### config.mk
export PLATFORM = sky130hd
export DESIGN_NAME = half_precision_converter
export DESIGN_NICKNAME = d
export VERILOG_FILES = /design/src/design/hpc_pkg.sv /design/src/design/half_precision_converter.sv /design/src/design/hpc_widen.sv /design/src/design/hpc_narrow.sv
export SDC_FILE = /design/constraint.sdc
export NUM_CORES = 1
export LEC_CHECK = 0
export BUFFER_PORTS_ARGS = -buffer_cell sky130_fd_sc_hd__buf_2
export CAP_MARGIN = 20
export CORE_UTILIZATION = 50
export CTS_CLUSTER_DIAMETER = 30
export DETAILED_ROUTE_END_ITERATION = 8
export GPL_TIMING_DRIVEN = 0
export PLACE_DENSITY_LB_ADDON = 0.08
export SETUP_SLACK_MARGIN = 0.3
export SYNTH_ARGS = -nofsm -noshare
export SYNTH_HDL_FRONTEND = slang
export SYNTH_HIERARCHICAL = 1
export SYNTH_SLANG_ARGS = --single-unit
### constraint.sdc
create_clock -name clock -period 5.7 [get_ports clock]
set_input_delay 0.57 -clock clock [delete_from_list [all_inputs] [get_ports clock]]
set_output_delay 0.57 -clock clock [all_outputs]
set_load 0.02 [all_outputs]
### src/design/hpc_pkg.sv
`timescale 1ns / 1ps
// Shared opcodes, rounding modes and format constants for the half-precision
// converter. No dependencies.
package hpc_pkg;

   typedef enum logic [1:0] {
      OP_H2S  = 2'd0,
      OP_S2H  = 2'd1,
      OP_D2H  = 2'd2,
      OP_NONE = 2'd3
   } opcode_type;

   typedef enum logic [1:0] {
      RM_RNE = 2'd0,
      RM_RTZ = 2'd1,
      RM_RTP = 2'd2,
      RM_RTN = 2'd3
   } round_mode_type;

   localparam int OPERAND_W = 64;
   localparam int RESULT_W  = 32;
   localparam int HALF_W    = 16;
   localparam int FRAC_W    = 52;  // common fraction width after alignment
   localparam int EXP_W     = 13;  // signed half exponent before range checks

   localparam logic [HALF_W-1:0] HALF_INF     = 16'h7C00;
   localparam logic [HALF_W-1:0] HALF_NAN     = 16'h7DFF;
   localparam logic [HALF_W-1:0] HALF_MAX_FIN = 16'h7BFF;

   // Half exponent = source exponent - bias + 15.
   localparam logic [EXP_W-1:0] SGL_REBIAS = 13'd112;
   localparam logic [EXP_W-1:0] DBL_REBIAS = 13'd1008;

endpackage

### src/design/half_precision_converter.sv
`timescale 1ns / 1ps
// Converts IEEE binary16 to binary32 and binary32/binary64 to binary16 bit
// patterns. One item is accepted every cycle unless back-pressure stalls the
// pipeline; its result passes from the input register through the conversion
// logic into the result register, which presents it on the response channel.
// Back-pressure from rsp_ready reaches req_ready combinationally through both
// stages, so a full pipeline keeps streaming at one item per cycle while
// rsp_ready is high.
module half_precision_converter
   import hpc_pkg::*;
(
   input  logic                 clock,
   input  logic                 reset,
   input  logic                 req_valid,
   output logic                 req_ready,
   input  logic [1:0]           req_opcode,
   input  logic [OPERAND_W-1:0] req_operand_bits,
   input  logic [1:0]           req_round_mode,
   output logic                 rsp_valid,
   input  logic                 rsp_ready,
   output logic [RESULT_W-1:0]  rsp_result_bits
);

   logic                  in_valid_ff;
   logic                  in_valid_in;
   opcode_type            in_opcode_ff;
   logic [OPERAND_W-1:0]  in_operand_ff;
   round_mode_type        in_round_ff;

   logic                  out_valid_ff;
   logic                  out_valid_in;
   logic [RESULT_W-1:0]   out_result_ff;
   logic [RESULT_W-1:0]   out_result_in;

   logic                  out_ready;
   logic                  in_load;
   logic                  out_load;
   logic [RESULT_W-1:0]   widen_bits;
   logic [HALF_W-1:0]     narrow_bits;

   assign out_ready = !out_valid_ff || rsp_ready;
   assign req_ready = !in_valid_ff || out_ready;
   assign in_load   = req_valid && req_ready;
   assign out_load  = in_valid_ff && out_ready;

   assign in_valid_in  = in_load || (in_valid_ff && !out_ready);
   assign out_valid_in = out_load || (out_valid_ff && !rsp_ready);

   hpc_widen u_widen (
      .half_bits   (in_operand_ff[HALF_W-1:0]),
      .single_bits (widen_bits)
   );

   hpc_narrow u_narrow (
      .operand_bits (in_operand_ff),
      .is_double    (in_opcode_ff == OP_D2H),
      .round_mode   (in_round_ff),
      .half_bits    (narrow_bits)
   );

   always_comb begin
      case (in_opcode_ff)
         OP_H2S:  out_result_in = widen_bits;
         OP_S2H:  out_result_in = {16'd0, narrow_bits};
         OP_D2H:  out_result_in = {16'd0, narrow_bits};
         default: out_result_in = '0;
      endcase
   end

   always_ff @(posedge clock) begin
      if (reset) begin
         in_valid_ff  <= 1'b0;
         out_valid_ff <= 1'b0;
      end else begin
         in_valid_ff  <= in_valid_in;
         out_valid_ff <= out_valid_in;
      end
   end

   // payload registers: load on advance, hold otherwise
   always_ff @(posedge clock) begin
      if (in_load) begin
         in_opcode_ff  <= opcode_type'(req_opcode);
         in_operand_ff <= req_operand_bits;
         in_round_ff   <= round_mode_type'(req_round_mode);
      end
      if (out_load) begin
         out_result_ff <= out_result_in;
      end
   end

   assign rsp_valid       = out_valid_ff;
   assign rsp_result_bits = out_result_ff;

`ifndef ASSERT_OFF
   a_narrow_upper_zero: assert property (@(posedge clock) disable iff (reset)
      out_load && (in_opcode_ff == OP_S2H || in_opcode_ff == OP_D2H)
      |=> rsp_valid && rsp_result_bits[31:16] == 16'd0)
      else $error("narrowed item has nonzero upper half");

   a_unused_op_zero: assert property (@(posedge clock) disable iff (reset)
      out_load && in_opcode_ff == OP_NONE |=> rsp_result_bits == '0)
      else $error("unused opcode gave nonzero result");

   a_stage_holds: assert property (@(posedge clock) disable iff (reset)
      in_valid_ff && !out_ready |=> in_valid_ff && $stable(in_operand_ff))
      else $error("input stage lost a stalled item");
`endif

endmodule

### src/design/hpc_widen.sv
`timescale 1ns / 1ps
// Half to single widening, combinational. Exact; subnormals are normalized.
// Depends on hpc_pkg.
module hpc_widen
   import hpc_pkg::*;
(
   input  logic [HALF_W-1:0]   half_bits,
   output logic [RESULT_W-1:0] single_bits
);

   logic       sign;
   logic [4:0] ex;
   logic [9:0] man;
   logic [3:0] shift;
   logic [9:0] man_norm;
   logic [7:0] exp_norm;

   assign sign = half_bits[15];
   assign ex   = half_bits[14:10];
   assign man  = half_bits[9:0];

   // Shifts needed to bring the leading one to the hidden position.
   always_comb begin
      shift = 4'd0;
      for (int i = 0; i < 10; i++) begin
         if (man[i]) begin
            shift = 4'(10 - i);
         end
      end
   end

   assign man_norm = man << shift;
   assign exp_norm = 8'd113 - {4'd0, shift};

   always_comb begin
      if (ex == 5'd0) begin
         if (man == 10'd0) begin
            single_bits = {sign, 31'd0};
         end else begin
            single_bits = {sign, exp_norm, man_norm, 13'd0};
         end
      end else if (ex == 5'h1F) begin
         // keep NaN payload in the low bits, unshifted
         single_bits = {sign, 8'hFF, 13'd0, man};
      end else begin
         single_bits = {sign, {3'd0, ex} + 8'd112, man, 13'd0};
      end
   end

endmodule

### src/design/hpc_narrow.sv
`timescale 1ns / 1ps
// Single or double to half narrowing, combinational. Both sources are aligned
// to a 52-bit fraction so one rounding path serves both. Depends on hpc_pkg.
module hpc_narrow
   import hpc_pkg::*;
(
   input  logic [OPERAND_W-1:0] operand_bits,
   input  logic                 is_double,
   input  round_mode_type       round_mode,
   output logic [HALF_W-1:0]    half_bits
);

   logic                    neg;
   logic                    exp_zero;
   logic                    exp_max;
   logic [FRAC_W-1:0]       frac;
   logic signed [EXP_W-1:0] e;
   logic                    to_finite;
   logic [3:0]              sub_shift;
   logic [10:0]             sub_bits;
   logic [10:0]             sub_man;
   logic [14:0]             norm_trunc;
   logic [41:0]             low;
   logic                    round_up;
   logic [14:0]             norm_res;
   logic [HALF_W-1:0]       sgn;

   always_comb begin
      if (is_double) begin
         neg      = operand_bits[63];
         exp_zero = (operand_bits[62:52] == 11'd0);
         exp_max  = (operand_bits[62:52] == 11'h7FF);
         frac     = operand_bits[51:0];
         e        = $signed({2'd0, operand_bits[62:52]} - DBL_REBIAS);
      end else begin
         neg      = operand_bits[31];
         exp_zero = (operand_bits[30:23] == 8'd0);
         exp_max  = (operand_bits[30:23] == 8'hFF);
         frac     = {operand_bits[22:0], 29'd0};
         e        = $signed({5'd0, operand_bits[30:23]} - SGL_REBIAS);
      end
   end

   assign sgn = {neg, 15'd0};

   assign to_finite = (round_mode == RM_RTZ) || (round_mode == RM_RTP && neg)
                      || (round_mode == RM_RTN && !neg);

   // Subnormal result: shift hidden bit and top fraction right by 1 - e, round
   // half up on the last bit dropped; the increment may carry into the
   // smallest normal.
   assign sub_shift = 4'(-e);
   assign sub_bits  = {1'b1, frac[51:42]} >> sub_shift;
   assign sub_man   = {1'b0, sub_bits[10:1]} + {10'd0, sub_bits[0]};

   assign norm_trunc = {e[4:0], frac[51:42]};
   assign low        = frac[41:0];

   always_comb begin
      case (round_mode)
         RM_RNE:  round_up = low[41] && ((low[40:0] != 41'd0) || norm_trunc[0]);
         RM_RTP:  round_up = !neg && (low != 42'd0);
         RM_RTN:  round_up = neg && (low != 42'd0);
         default: round_up = 1'b0;
      endcase
   end

   // a carry out of the mantissa steps into the exponent, possibly infinity
   assign norm_res = norm_trunc + {14'd0, round_up};

   always_comb begin
      if (exp_zero) begin
         half_bits = sgn;
      end else if (exp_max) begin
         half_bits = sgn | ((frac != 52'd0) ? HALF_NAN : HALF_INF);
      end else if (e >= 13'sd31) begin
         half_bits = sgn | (to_finite ? HALF_MAX_FIN : HALF_INF);
      end else if (e < -13'sd10) begin
         half_bits = sgn;
      end else if (e <= 13'sd0) begin
         half_bits = sgn | {5'd0, sub_man};
      end else begin
         half_bits = sgn | {1'b0, norm_res};
      end
   end

endmodule

Word-level counts from Yosys, hierarchy flattened
Index checks and enable logic that the tools add are counted.
W data, S select, Z words.

word-level totals
  bits in registers = 102
  word-level logic and storage cells = 88

cells by class
  shift operators = 2
  equal/unequal tests = 8
  bitwise logic cells = 4
  add/subtract/negate cells = 7
  magnitude comparators = 3
  reductions and logical operators = 31
  multiplexer cells = 27

operators with widths
  cell                      number
  $mux W31                  3
  $mux W16                  5
  $pmux W32 S2              1
  $mux W52                  1
  $reduce_bool A52 Y1       1
  $reduce_bool A42 Y1       1
  $reduce_bool A41 Y1       1
  $mux W4                   10
  $or A16 B16 Y16           2
  $or A16 B11 Y16           1
  $or A16 B15 Y16           1
  $add A15 B1 Y15           1
  $ge A13 B6 Y1 const B     1
  $le A13 B1 Y1 const B     1
  $lt A13 B5 Y1 const B     1
  $mux W13                  1
  $sub A11 B10 Y12 const B  1
  $add A10 B1 Y11           1
  $eq A11 B11 Y1 const B    1
  $logic_not A11 Y1         1
  $mux W11                  1
  $shr A11 B4 Y11           1
  $logic_not A10 Y1         1
  $shl A10 B4 Y10           1
  other kinds (18)          42

Logic depth before layout (Yosys ltp)
  word-level depth = 14
  depth in mapped cells = 23

Hierarchy
The synthesis kept the hierarchy.

by module, submodules not included
  module                    cells each  instances  area an instance (µm²)
  half_precision_converter  170         1          3455.8
  hpc_narrow                322         1          2279.7
  hpc_widen                 136         1          853.3

Worst setup path after synthesis
OpenSTA, ideal clock, no wires.

  kind = reg2reg
  start point = reg in_opcode_ff[0]
  end point = reg out_result_ff[9], in the netlist rsp_result_bits[9], data pin
  slack = 1.075 ns
  clock period less this slack = 4.625 ns
  cell stages (with the launch flop) = 22
  required time = 5.444 ns
  arrival = 4.369 ns
  path buffers = 6
  cells stage by stage = edfxtp_1 inv_1 ha_1 buf_6 mux2i_1 buf_6 buf_2 ha_1 clkbuf_1 clkbuf_1 o21ai_0 a211oi_1 a31o_2 ha_1 inv_1 or4b_1 buf_2 or4_1 a21oi_1 o32ai_1 a22oi_1 nor2_1

on the way
  longest elaborated chain between the ends = 14
  elaborated cells between the ends (all ways) = 38
  classes of those cells = add/sub: 3; order compare: 3; eq/ne: 2; shift: 1; mux: 13; bitwise: 3; reduce/logical: 13

RTL lines
  what                                                                      RTL line                        RTL
  start: declaration                                                        half_precision_converter.sv:26  opcode_type in_opcode_ff;
  start signal: assignment                                                  half_precision_converter.sv:83  in_opcode_ff <= opcode_type'(req_opcode);
  $eq A2 B2 Y1 *                                                            half_precision_converter.sv:56  .is_double (in_opcode_ff == OP_D2H),
  parallel branches: the longest is 11 deep, another holds $add A10 B1 Y11  --
  $mux W16 *                                                                hpc_narrow.sv:72                if (exp_zero) begin
  net narrow_bits[9]                                                        half_precision_converter.sv:39  logic [HALF_W-1:0] narrow_bits;
  $pmux W32 S2 *                                                            half_precision_converter.sv:62  case (in_opcode_ff)
  net out_result_in[9]                                                      half_precision_converter.sv:33  logic [RESULT_W-1:0] out_result_in;
  end signal: assignment                                                    half_precision_converter.sv:88  out_result_ff <= out_result_in;
  end: declaration                                                          half_precision_converter.sv:32  logic [RESULT_W-1:0] out_result_ff;

Mark *: on every way through the listed nets, which the timed path passes.
A chain may end at the register's enable or synchronous reset.

Worst setup path in the final report
Same ends and word-level chain as after synthesis.

==> impl_metrics.py <==
metrics = {
    "outcome": {
        "status": "completed",
    },
    "clock_network": {
        "cts_tree": "done",
        "ctsLongestPathBuffers": 2,
        "cts_buffers": 9,
        "cts-root-buf": "clkbuf_16",
        "clock_sinks": 102,
        "path_clk_slew_ns": 0.07,
        "holdBufCountCts": 0,
        "clock_latency_ns": 0.35,
        "htree_levels": 3,
    },
    "pwr": {
        "pwr-share-seq_pct": 44.1,
        "pwr-share-clk_pct": 33.5,
        "power.switching_uw": 572.0,
        "intPower_uw": 1493,
        "p_leak_uw": 0.002968,
        "power_frac_comb_pct": 22.4,
        "peakVddDrop_mv": 0.3145,
        "cellPowerDensity_mw_per_mm2": 265.4,
        "p_total_uw": 2065,
        "switching_share_pct": 27.70,
    },
    "drt": {
        "num_vias": 5548,
        "drt_iter0_drc": 559,
        "drc": 0,
        "dr.pass1.iters": 5,
        "viasPerCell": 5.998,
        "routed_wl_mm": 17.72,
        "wire_per_inst_microns": 19.16,
        "final_antenna_net_count": 0,
    },
    "synth": {
        "synth_area_leader_cell": "edfxtp_1",
        "synth-seq-area-share_pct": 46.18,
        "synth-edff-count": 100,
        "synthArstFlopShare_pct": 0,
        "synth_xor_area_share_pct": 3.703,
        "synth.distinct_cells": 82,
        "synthTopCellsByArea": "edfxtp_1 (46%), mux2i_1 (4.1%), nor2_1 (3.1%)",
        "synth-seq-cells": 102,
        "netlist_area_sq_mm": 0.006589,
        "synth_cells": 628,
        "avgSynthCellArea_sq_um": 10.49,
        "synth_ff_type": "edfxtp_1",
        "synth_compound_gate_area_share_pct": 15.29,
        "ys_warn_count": 6,
        "synthMuxAreaShare_pct": 8.166,
        "synth_top_area_share_pct": 45.58,
        "synth_simple_gate_area_share_pct": 18.29,
        "synth_top_family_by_area": "simple AND/OR/NAND/NOR gates",
        "synth_adder_area_share_pct": 3.038,
    },
    "floorplanning": {
        "die_w_microns": 116.8,
        "die_h_microns": 116.8,
        "core-area_sq_mm": 0.01272,
        "die_area_sq_mm": 0.01364,
        "initial_core_util_pct": 51.79,
        "num_rows": 41,
        "ioPinCount": 106,
    },
    "timing": {
        "rsz0062_at_grt": "no",
        "final_max_slew_viol_count": 0,
        "hold_viol": 0,
        "fin_crit_sh_pct": 88.53,
        "worst_pin_slew_ns": 1.022,
        "setup_violations": 0,
        "fmax_ghz": 0.1982,
        "skew_ns": 0.01273,
        "min_period_ns": 5.046,
        "max_slew_margin_pct": 30.95,
        "setup_tns_ns": 0,
    },
    "cells_and_area": {
        "fill_cells": 1135,
        "fin_area_sq_mm": 0.007781,
        "layout_commonest_cell": "buf_2",
        "area_growth_pct": 18.10,
        "fin_nets": 836,
        "antenna_cells": 0,
        "final_cells": 925,
        "final_cell_mix": "buf_2 (114), edfxtp_1 (100), nor2_1 (55), nand2_1 (41), and2_1 (26)",
        "drive_gt1_share_pct": 24.70,
    },
    "grt": {
        "antenna_found_initial": 0,
        "first_global_vias": 5146,
        "grt_remaining_overflow": 0,
        "grt_max_degree": 41,
        "grt_usage_pct": 26.96,
        "grt_pass1_wl_mm": 27.41,
    },
    "critical_path": {
        "startpoint_type": "flop",
        "arrival_ns": 5.13,
        "reg2reg_depth": 21,
        "regToRegSetupSlack_ns": 0.65,
        "crit_required_ns": 5.79,
        "critPathKind": "reg2reg",
        "reg2reg_to": "rsp_result_bits[9]",
        "path_max_fanout": 10,
        "r2r-start": "in_opcode_ff[0]",
        "worst_setup_path_end_kind": "flop",
    },
    "placed_design": {
        "dpl_cell_area_sq_mm": 0.007386,
        "dp_cells": 909,
        "hpwl_mm": 13.75,
        "place_congestion": 0.9262,
        "port_buffers": 105,
    },
    "min_path": {
        "min_path_cells": 2,
        "hp-class": "in2reg",
        "hold_start": "reset",
        "min_to": "in_valid_ff",
    },
    "job": {
        "max-cap-violations": 0,
    },
}
==> critical path, cell delays in order (launching register included) <==
cell and delay (ns):
edfxtp_1 0.43, inv_1 0.11, ha_1 0.17, buf_6 0.15
mux2i_4 0.28, buf_6 0.18, buf_4 0.19, ha_1 0.22
ha_1 0.25, clkbuf_2 0.19, buf_2 0.21, a211oi_1 0.23
a31o_2 0.14, ha_1 0.17, inv_1 0.04, or4b_1 0.50
buf_2 0.16, or4_1 0.54, a21oi_2 0.20, o32ai_1 0.13
a22oi_1 0.20, nor2_1 0.08
==> power groups by stage <==
stage | Combinational [uW] | Sequential [uW] | Clock [uW]
CTS | 447 | 909 | 705
detailed placement | 442 | 925 | 0
global route | 499 | 915 | 734
floorplan | 291 | 934 | 0
global placement | 432 | 926 | 0
finish | 462 | 910 | 692
==> routing by layer <==
layer  up-vias  track usage [%]  share of wire [%]
li1       2636                -                  -
met1      2642            39.68                 49
met2       252            40.71                 43
met3        18            5.870                7.1
met4         0            6.160                1.1
met5         -                0                  0
==> sequential cells by signal, summed over array words and instances (netlist names) <==
| signal | cells |
|---|---|
| rsp_valid | 1 |
| in_operand_ff | 64 |
| in_valid_ff | 1 |
| in_round_ff | 2 |
| in_opcode_ff | 2 |
| rsp_result_bits | 32 |
==> area by class of cell <==
class                   count  area (sq um)  area share (%)
multi-input cells         464          3247           41.73
flip-flops and latches    102          3043           39.11
repair buffers            107         573.1           7.365
plain buffers              39         270.3           3.473
clock buffers              11         232.7           2.991
well taps                 172         215.2           2.766
clock inverters             5         106.4           1.367
inverters                  25         93.84           1.206
==> worst max path at each step <==
stage / from / end / slack [ns]
floorplan: in_opcode_ff[0] / rsp_result_bits[9] / 1.07
global placement: in_opcode_ff[0] / rsp_result_bits[9] / 0.10
detailed placement: in_opcode_ff[0] / rsp_result_bits[9] / 0.10
CTS: in_opcode_ff[0] / rsp_result_bits[9] / 0.34
global route: in_opcode_ff[0] / rsp_result_bits[9] / 0.30
finish: in_opcode_ff[0] / rsp_result_bits[9] / 0.65
==> synth_stat cells (4+ instances only) <==
cell	count
buf_2	10
a31oi_1	6
or3_1	5
nand3_1	20
edfxtp_1	100
nor2b_1	7
a22oi_1	16
o211ai_1	9
ha_1	16
nand2_1	41
buf_4	8
o21ai_0	20
o21a_1	5
nand2b_1	7
clkbuf_1	10
a21oi_1	19
nor3_1	23
inv_1	24
nor4_1	17
a32o_1	4
mux2i_1	27
nor2_1	55
a211oi_1	12
buf_6	6
a21o_1	5
and2_1	27
mux2_2	11
xor2_1	7
nand4_1	12
xnor2_1	19
==> what timing repair did <==
action	4_1_cts	5_1_grt
resized for setup	4	20
setup buffers	0	0
endpoints found under the setup margin	1	1
pin swaps	0	2
cloned	0	0
==> metrics by stage <==
| stage | utilization (%) | setup slack, ns | hold WS (ns) |
|---|---|---|---|
| 2_1_floorplan | - | 1.075 | 0.4281 |
| 3_3_place_gp | 57.67 | 0.1038 | 0.4382 |
| 3_5_place_dp | 58.05 | 0.1041 | 0.4584 |
| 4_1_cts | 60.82 | 0.3379 | 0.3751 |
| 5_1_grt | 61.16 | 0.3048 | 0.3786 |
| 6_report | 61.16 | 0.6539 | 0.3848 |
==> cells by family (layout without fill, tap and decap cells) <==
kind of cell / count (synthesis) / after routing
compound gates: 139 / 139
xor+xnor: 27 / 27
fa+ha+maj: 16 / 16
buf+inv: 64 / 187
flops: 102 / 102
mux: 45 / 45
other cells: 1 / 3
simple gates: 234 / 234
Note: power is estimated with default switching activity, not from simulation.
